===== src/design/jts_pkg.sv =====
// Shared types and token kind codes for the JSON token scanner.
`default_nettype none

package jts_pkg;

   // Scan modes of the tokenizer
   typedef enum logic [2:0] {
      MODE_IDLE  = 3'd0,
      MODE_STR   = 3'd1,
      MODE_ESC   = 3'd2,
      MODE_NUM   = 3'd3,
      MODE_IDENT = 3'd4
   } scan_mode_type;

   // Token kinds carried on the result channel
   localparam logic [3:0] KIND_VALUE  = 4'd0;
   localparam logic [3:0] KIND_EQUAL  = 4'd1;
   localparam logic [3:0] KIND_COLON  = 4'd2;
   localparam logic [3:0] KIND_COMMA  = 4'd3;
   localparam logic [3:0] KIND_LBRACK = 4'd4;
   localparam logic [3:0] KIND_RBRACK = 4'd5;
   localparam logic [3:0] KIND_LBRACE = 4'd6;
   localparam logic [3:0] KIND_RBRACE = 4'd7;
   localparam logic [3:0] KIND_STRING = 4'd8;
   localparam logic [3:0] KIND_NUMBER = 4'd9;
   localparam logic [3:0] KIND_TRUE   = 4'd10;
   localparam logic [3:0] KIND_FALSE  = 4'd11;
   localparam logic [3:0] KIND_IDENT  = 4'd12;

   // Keyword match progress codes
   localparam logic [3:0] KW_NONE       = 4'd0;
   localparam logic [3:0] KW_TRUE_T     = 4'd1;
   localparam logic [3:0] KW_TRUE_DONE  = 4'd4;
   localparam logic [3:0] KW_FALSE_F    = 4'd5;
   localparam logic [3:0] KW_FALSE_DONE = 4'd9;

   // Most results one input word can cause
   localparam int MAX_RESULTS = 3;

   typedef struct packed {
      logic [15:0] code_unit;
      logic        end_of_text;
   } jts_req_type;

   typedef struct packed {
      logic [3:0]  kind;
      logic [15:0] value_unit;
      logic        last_of_run;
   } jts_rsp_type;

endpackage

`default_nettype wire


===== src/design/json_token_scanner.sv =====
// Streaming JSON token scanner: one 16-bit code unit in, zero to three tokens out.
//
// Usage:
//   req channel (req_valid / req_stall / req_data) takes one code unit per word,
//   with end_of_text marking the last unit of a text. rsp channel
//   (rsp_valid / rsp_stall / rsp_data) returns token words in order; the
//   last word caused by one input carries last_of_run.
//   The input word is scanned in the cycle it is accepted and its results land
//   in a three-entry result register, so the first result is shown in the cycle
//   after acceptance. An input that causes k results holds the result register
//   until all k have left, one result per cycle while rsp_stall is low.
//   A new input is taken in the same cycle as the last pending result leaves,
//   so a stream of words with at most one result each runs at one per cycle;
//   words with no result are absorbed at one per cycle as well.
//   When the receiver stalls, the current result holds and req_stall rises
//   once the result register cannot be emptied in that cycle.
//   Synchronous reset returns the scanner between tokens with no keyword
//   match and discards any pending results.
`default_nettype none

module json_token_scanner
   import jts_pkg::*;
(
   input  wire logic        clock,
   input  wire logic        reset,
   input  wire logic        req_valid,
   output logic             req_stall,
   input  wire jts_req_type req_data,
   output logic             rsp_valid,
   input  wire logic        rsp_stall,
   output jts_rsp_type      rsp_data
);

   localparam logic [15:0] CH_QUOTE  = 16'h0022;
   localparam logic [15:0] CH_BSLASH = 16'h005C;
   localparam logic [15:0] CH_DOT    = 16'h002E;
   localparam logic [15:0] CH_PLUS   = 16'h002B;
   localparam logic [15:0] CH_MINUS  = 16'h002D;
   localparam logic [15:0] CH_UNDER  = 16'h005F;
   localparam logic [15:0] CH_DOLLAR = 16'h0024;
   localparam logic [15:0] CH_EQUAL  = 16'h003D;
   localparam logic [15:0] CH_COLON  = 16'h003A;
   localparam logic [15:0] CH_COMMA  = 16'h002C;
   localparam logic [15:0] CH_LBRACK = 16'h005B;
   localparam logic [15:0] CH_RBRACK = 16'h005D;
   localparam logic [15:0] CH_LBRACE = 16'h007B;
   localparam logic [15:0] CH_RBRACE = 16'h007D;
   localparam logic [15:0] CH_SPACE  = 16'h0020;
   localparam logic [15:0] CH_LOW_T  = 16'h0074;
   localparam logic [15:0] CH_LOW_F  = 16'h0066;

   function automatic logic is_digit(input logic [15:0] c);
      return (c >= 16'h0030) && (c <= 16'h0039);
   endfunction

   function automatic logic is_alpha(input logic [15:0] c);
      return ((c >= 16'h0061) && (c <= 16'h007A)) || ((c >= 16'h0041) && (c <= 16'h005A));
   endfunction

   function automatic logic is_space(input logic [15:0] c);
      return (c == CH_SPACE) || ((c >= 16'h0009) && (c <= 16'h000D));
   endfunction

   // Next expected keyword character for a match progress code
   function automatic logic [15:0] kw_next(input logic [3:0] p);
      logic [15:0] ch;
      case (p)
         4'd1:    ch = 16'h0072; // r
         4'd2:    ch = 16'h0075; // u
         4'd3:    ch = 16'h0065; // e
         4'd5:    ch = 16'h0061; // a
         4'd6:    ch = 16'h006C; // l
         4'd7:    ch = 16'h0073; // s
         4'd8:    ch = 16'h0065; // e
         default: ch = 16'h0000;
      endcase
      return ch;
   endfunction

   function automatic logic kw_open(input logic [3:0] p);
      return ((p >= 4'd1) && (p <= 4'd3)) || ((p >= 4'd5) && (p <= 4'd8));
   endfunction

   function automatic logic [3:0] ident_kind(input logic [3:0] p);
      logic [3:0] k;
      if (p == KW_TRUE_DONE) begin
         k = KIND_TRUE;
      end else if (p == KW_FALSE_DONE) begin
         k = KIND_FALSE;
      end else begin
         k = KIND_IDENT;
      end
      return k;
   endfunction

   scan_mode_type mode_ff, mode_in;
   logic [3:0]    kp_ff, kp_in;

   logic [3:0]    kind_ff  [MAX_RESULTS];
   logic [15:0]   value_ff [MAX_RESULTS];
   logic [3:0]    kind_in  [MAX_RESULTS];
   logic [15:0]   value_in [MAX_RESULTS];
   logic [1:0]    cnt_ff, cnt_in;
   logic [1:0]    idx_ff;

   logic          take;
   logic          rsp_take;
   logic          rsp_last;

   // Pending-result bookkeeping and handshakes
   assign rsp_valid = idx_ff < cnt_ff;
   assign rsp_last  = (idx_ff + 2'd1) == cnt_ff;
   assign rsp_take  = rsp_valid && !rsp_stall;
   assign req_stall = rsp_valid && !(rsp_last && !rsp_stall);
   assign take      = req_valid && !req_stall;

   always_comb begin
      rsp_data.kind        = KIND_VALUE;
      rsp_data.value_unit  = '0;
      case (idx_ff)
         2'd0: begin
            rsp_data.kind       = kind_ff[0];
            rsp_data.value_unit = value_ff[0];
         end
         2'd1: begin
            rsp_data.kind       = kind_ff[1];
            rsp_data.value_unit = value_ff[1];
         end
         2'd2: begin
            rsp_data.kind       = kind_ff[2];
            rsp_data.value_unit = value_ff[2];
         end
         default: begin
            rsp_data.kind       = KIND_VALUE;
            rsp_data.value_unit = '0;
         end
      endcase
      rsp_data.last_of_run = rsp_last;
   end

   // Scan one input word: next mode, keyword progress and its results
   always_comb begin
      logic [15:0] c;
      logic        rescan;
      logic [1:0]  n;
      c       = req_data.code_unit;
      rescan  = 1'b0;
      n       = 2'd0;
      mode_in = mode_ff;
      kp_in   = kp_ff;
      for (int i = 0; i < MAX_RESULTS; i++) begin
         kind_in[i]  = KIND_VALUE;
         value_in[i] = '0;
      end

      // Continue the current token
      case (mode_ff)
         MODE_STR: begin
            if (c == CH_QUOTE) begin
               kind_in[n] = KIND_STRING;
               n          = n + 2'd1;
               mode_in    = MODE_IDLE;
            end else if (c == CH_BSLASH) begin
               mode_in = MODE_ESC;
            end else begin
               value_in[n] = c;
               n           = n + 2'd1;
            end
         end
         MODE_ESC: begin
            value_in[n] = c;
            n           = n + 2'd1;
            mode_in     = MODE_STR;
         end
         MODE_NUM: begin
            if (is_digit(c) || (c == CH_DOT)) begin
               value_in[n] = c;
               n           = n + 2'd1;
            end else begin
               kind_in[n] = KIND_NUMBER;
               n          = n + 2'd1;
               rescan     = 1'b1;
            end
         end
         MODE_IDENT: begin
            if (is_alpha(c) || is_digit(c) || (c == CH_UNDER) || (c == CH_DOLLAR)) begin
               value_in[n] = c;
               n           = n + 2'd1;
               if (kw_open(kp_ff) && (c == kw_next(kp_ff))) begin
                  kp_in = kp_ff + 4'd1;
               end else begin
                  kp_in = KW_NONE;
               end
            end else begin
               kind_in[n] = ident_kind(kp_ff);
               n          = n + 2'd1;
               rescan     = 1'b1;
            end
         end
         default: begin
            rescan = 1'b1;
         end
      endcase

      // Start a new token with this unit
      if (rescan) begin
         mode_in = MODE_IDLE;
         kp_in   = KW_NONE;
         if (is_space(c)) begin
            mode_in = MODE_IDLE;
         end else if (c == CH_EQUAL) begin
            kind_in[n] = KIND_EQUAL;
            n          = n + 2'd1;
         end else if (c == CH_COLON) begin
            kind_in[n] = KIND_COLON;
            n          = n + 2'd1;
         end else if (c == CH_COMMA) begin
            kind_in[n] = KIND_COMMA;
            n          = n + 2'd1;
         end else if (c == CH_LBRACK) begin
            kind_in[n] = KIND_LBRACK;
            n          = n + 2'd1;
         end else if (c == CH_RBRACK) begin
            kind_in[n] = KIND_RBRACK;
            n          = n + 2'd1;
         end else if (c == CH_LBRACE) begin
            kind_in[n] = KIND_LBRACE;
            n          = n + 2'd1;
         end else if (c == CH_RBRACE) begin
            kind_in[n] = KIND_RBRACE;
            n          = n + 2'd1;
         end else if (c == CH_QUOTE) begin
            mode_in = MODE_STR;
         end else if (is_digit(c) || (c == CH_PLUS) || (c == CH_MINUS)) begin
            mode_in     = MODE_NUM;
            value_in[n] = c;
            n           = n + 2'd1;
         end else if (is_alpha(c)) begin
            mode_in     = MODE_IDENT;
            value_in[n] = c;
            n           = n + 2'd1;
            if (c == CH_LOW_T) begin
               kp_in = KW_TRUE_T;
            end else if (c == CH_LOW_F) begin
               kp_in = KW_FALSE_F;
            end else begin
               kp_in = KW_NONE;
            end
         end
      end

      // Flush the open token at end of text
      if (req_data.end_of_text) begin
         case (mode_in)
            MODE_STR, MODE_ESC: begin
               kind_in[n] = KIND_STRING;
               n          = n + 2'd1;
            end
            MODE_NUM: begin
               kind_in[n] = KIND_NUMBER;
               n          = n + 2'd1;
            end
            MODE_IDENT: begin
               kind_in[n] = ident_kind(kp_in);
               n          = n + 2'd1;
            end
            default: begin
               n = n;
            end
         endcase
         mode_in = MODE_IDLE;
         kp_in   = KW_NONE;
      end
      cnt_in = n;
   end

   // Control state: scan mode, keyword match, result count and read index
   always_ff @(posedge clock) begin
      if (reset) begin
         mode_ff <= MODE_IDLE;
         kp_ff   <= KW_NONE;
         cnt_ff  <= 2'd0;
         idx_ff  <= 2'd0;
      end else if (take) begin
         mode_ff <= mode_in;
         kp_ff   <= kp_in;
         cnt_ff  <= cnt_in;
         idx_ff  <= 2'd0;
      end else if (rsp_take) begin
         idx_ff  <= idx_ff + 2'd1;
      end
   end

   // Result register: load all results of an accepted word
   always_ff @(posedge clock) begin
      if (take) begin
         for (int i = 0; i < MAX_RESULTS; i++) begin
            kind_ff[i]  <= kind_in[i];
            value_ff[i] <= value_in[i];
         end
      end
   end

   // Read index never passes the result count
   assert property (@(posedge clock) disable iff (reset) idx_ff <= cnt_ff)
      else $error("result index beyond result count");

   // Keyword progress lives only inside an identifier
   assert property (@(posedge clock) disable iff (reset)
      kp_ff != KW_NONE |-> mode_ff == MODE_IDENT)
      else $error("keyword progress outside identifier");

   // End of text leaves the scanner between tokens
   assert property (@(posedge clock) disable iff (reset)
      take && req_data.end_of_text |=> mode_ff == MODE_IDLE && kp_ff == KW_NONE)
      else $error("scanner not idle after end of text");

   // A non-final result taken is followed by another result
   assert property (@(posedge clock) disable iff (reset)
      rsp_take && !rsp_last |=> rsp_valid)
      else $error("result run cut short");

   // No input is taken while a non-final result is pending
   assert property (@(posedge clock) disable iff (reset)
      take |-> !rsp_valid || (rsp_last && rsp_take))
      else $error("input accepted over pending results");

endmodule

`default_nettype wire

===== config.mk =====
export PLATFORM = sky130hd
export DESIGN_NAME = json_token_scanner
export DESIGN_NICKNAME = d
export VERILOG_FILES = /design/src/design/jts_pkg.sv /design/src/design/json_token_scanner.sv
export SDC_FILE = /design/constraint.sdc
export NUM_CORES = 1
export LEC_CHECK = 0
export ABC_AREA = 0
export BUFFER_PORTS_ARGS = -buffer_cell sky130_fd_sc_hd__buf_2
export CORE_ASPECT_RATIO = 1.5
export CORE_UTILIZATION = 55
export DETAILED_ROUTE_END_ITERATION = 16
export PLACE_DENSITY_LB_ADDON = 0.05
export SYNTH_ARGS = -nofsm -noshare
export SYNTH_HDL_FRONTEND = slang
export SYNTH_SLANG_ARGS = --single-unit

===== constraint.sdc =====
create_clock -name clock -period 4.2 [get_ports clock]
set_input_delay 0.42 -clock clock [delete_from_list [all_inputs] [get_ports clock]]
set_output_delay 0.42 -clock clock [all_outputs]
set_load 0.05 [all_outputs]

==> impl_metrics.json <==
{
  "mostFrequentLayoutCells": "nor2_1 (53), edfxtp_1 (44), buf_2 (43), nand2_1 (28), a22oi_1 (25)",
  "path_buf_inv": 1,
  "end_kind": "flop",
  "cts_buffer_depth": 2,
  "cp_common_cell": "a21oi_1",
  "cts_buffers": 5,
  "slowest_stage": "or4_1",
  "ys_types": 69,
  "status": "finished clean",
  "crit_chain": "buf_2, or4_1, or4_4, o32ai_2, a21oi_1, nand4b_1, o221ai_1, nand3_1, a21oi_1, o21ai_0",
  "first_global_vias": 3286,
  "initial_utilization_pct": 56.6,
  "hold_buffers": 0,
  "place_ws_ps": 319,
  "synth_area_leaders": "edfxtp_1 (34%), dfxtp_1 (5.7%), nor2_1 (5.2%)",
  "syn2layout_area_growth_pct": 10.5,
  "drt-total-wl_mm": 10.0,
  "n_antenna_cell": 0,
  "path_max_fanout": 7,
  "final_common_cell": "nor2_1",
  "clockRootBuffer": "clkbuf_8",
  "crit_family": "simple AND/OR/NAND/NOR gates",
  "finalCritPeriodShare_pct": 85.7,
  "worstPathRequired_ps": 4250,
  "slew_headroom_pct": 35.9,
  "skew_ps": 10.1,
  "row_count": 37,
  "synth_seq_cells": 55,
  "grt_antenna_before_repair": 0,
  "drt_iter0_drc": 175,
  "tightestPinTransition_ps": 955,
  "synth_flop_cell": "edfxtp_1",
  "grt_overflow_total": 0,
  "power.density_nw_per_um2": 252,
  "setup_tns_ps": 0,
  "worstPathArrival_ps": 3650,
  "fmaxAchievable_mhz": 278,
  "wl_per_cell_um": 18.3,
  "worstSetupStartpointType": "primary input",
  "grt_pass1_wl_mm": 16.1,
  "setup_viol_count_final": 0,
  "via_count": 3441,
  "netlist_instances": 428,
  "final_area_um2": 4260,
  "grt_max_degree": 32,
  "synth_top_area_share_pct": 34.3,
  "gp_congestion": 0.911,
  "grt_usage_pct": 28.3,
  "dp_hpwl_mm": 7.70,
  "fin_crit_ps": 3600,
  "hold_violations": 0,
  "synth_top_cell_by_area": "edfxtp_1",
  "die_y_um": 105,
  "drc": 0,
  "drv_cap": 0,
  "clk_pin_slew_ps": 90,
  "layout.nets": 504,
  "ios": 44,
  "vias_per_cell": 6.28,
  "maxSlewViolCount": 0,
  "dieWidth_um": 70.4,
  "synth_edf_count": 44,
  "synthArstFlopShare_pct": 0,
  "syn_area_per_cell_um2": 9.01,
  "rsz0062_at_grt": "no",
  "cts_tree": "yes",
  "coreArea_um2": 6810,
  "drive_gt1_share_pct": 16.6,
  "cts_sinks": 55,
  "final_antenna_net_count": 0,
  "port_buffers": 43,
  "max_stage_delay_ps": 660,
  "cts_htree_levels": 2,
  "ir_drop_mv": 0.144,
  "leakage_nw": 1.64,
  "ctsResizeCount": 0,
  "drt_first_pass_iters": 5,
  "final.setup.worst_slack_ps": 602,
  "ys_seq_area_share_pct": 40.0,
  "postCtsSetupBuffers": 0,
  "yosys_warnings": 0,
  "hold_path.class": "in -> reg",
  "die_area_um2": 7350,
  "insertion_delay_ps": 310,
  "crit_type": "in -> reg",
  "synth.cell_area_um2": 3850,
  "place_area_um2": 4180,
  "whs_ps": 420
}
[through the flow]
step                      cells  total power, mW  util (%)
after floorplan             436            0.758         -
after global placement      540            0.801      61.4
after detailed placement    540            0.804      61.4
after CTS                   548             1.08      62.6
after global routing        548             1.12      62.6
final                       548             1.07      62.6
[flip-flops by register name, summed over array words and instances (netlist names)]
signal	cells
value_ff	32
cnt_ff	2
mode_ff	3
kind_ff	12
kp_ff	4
idx_ff	2
[synth_stat cells (3+ instances only)]
library cell  number
nor2_1            53
edfxtp_1          44
clkbuf_1          28
nand2_1           28
a22oi_1           25
nor2b_1           23
a21oi_1           18
nor3_1            17
inv_1             15
ha_1              14
and2_1            11
dfxtp_1           11
o21ai_0            9
or3_1              8
nand2b_1           6
nand3_1            6
nand4_1            6
o22ai_1            6
a31oi_1            5
nor3b_1            5
nor4_1             5
or2_2              5
a21o_1             4
a222oi_1           4
nand4b_1           4
or4_1              4
xnor2_1            4
a211o_1            3
a211oi_1           3
mux2i_1            3
nor4b_1            3
o21bai_1           3
xor2_1             3
[path summary, 6_finish.rpt]
path	cells after the start	from	slack [ps]	to
min reg2reg	2	cnt_ff[0]	470	cnt_ff[0]
max reg2reg	12	kp_ff[0]	740	kind_ff[0][2]
min	2	reset	420	cnt_ff[0]
max	10	req_data[10]	600	kind_ff[0][2]
[where the power goes]
part	switching [mW]	total, mW	internal, mW
clock network	0.161	0.280	0.119
registers	0.00716	0.621	0.614
logic	0.126	0.171	0.0449
total	0.295	1.07	0.777
[cell families after synthesis]
kind of cell | synth area share (%)
AND/OR/NAND/NOR | 26.7
AO/OA/AOI/OAI | 20.6
flip-flops | 40.0
buffers and inverters | 4.51
adder cells (fa/ha/maj) | 4.54
XOR/XNOR | 1.59
multiplexers | 1.95
other | 0.0973
[area by class of cell]
type	count	area [um2]
inverter	15	56.3
clock buffer	7	76.3
tap	78	97.6
clock inverter	1	6.26
fill	632	2540
sequential	55	1540
timing repair buffer	56	313
multi-input combinational	336	2170
[routing by layer]
layer | part of all wire [%] | routed length, um | vias up | track usage (%)
met3 | 3.6 | 358 | 42 | 3.47
met1 | 37 | 3710 | 1624 | 30.2
met5 | 0 | 0 | - | 0
li1 | - | - | 1670 | -
met2 | 53 | 5300 | 105 | 50.8
met4 | 6.5 | 647 | 0 | 19.1
(Power assumes the default switching activity.)
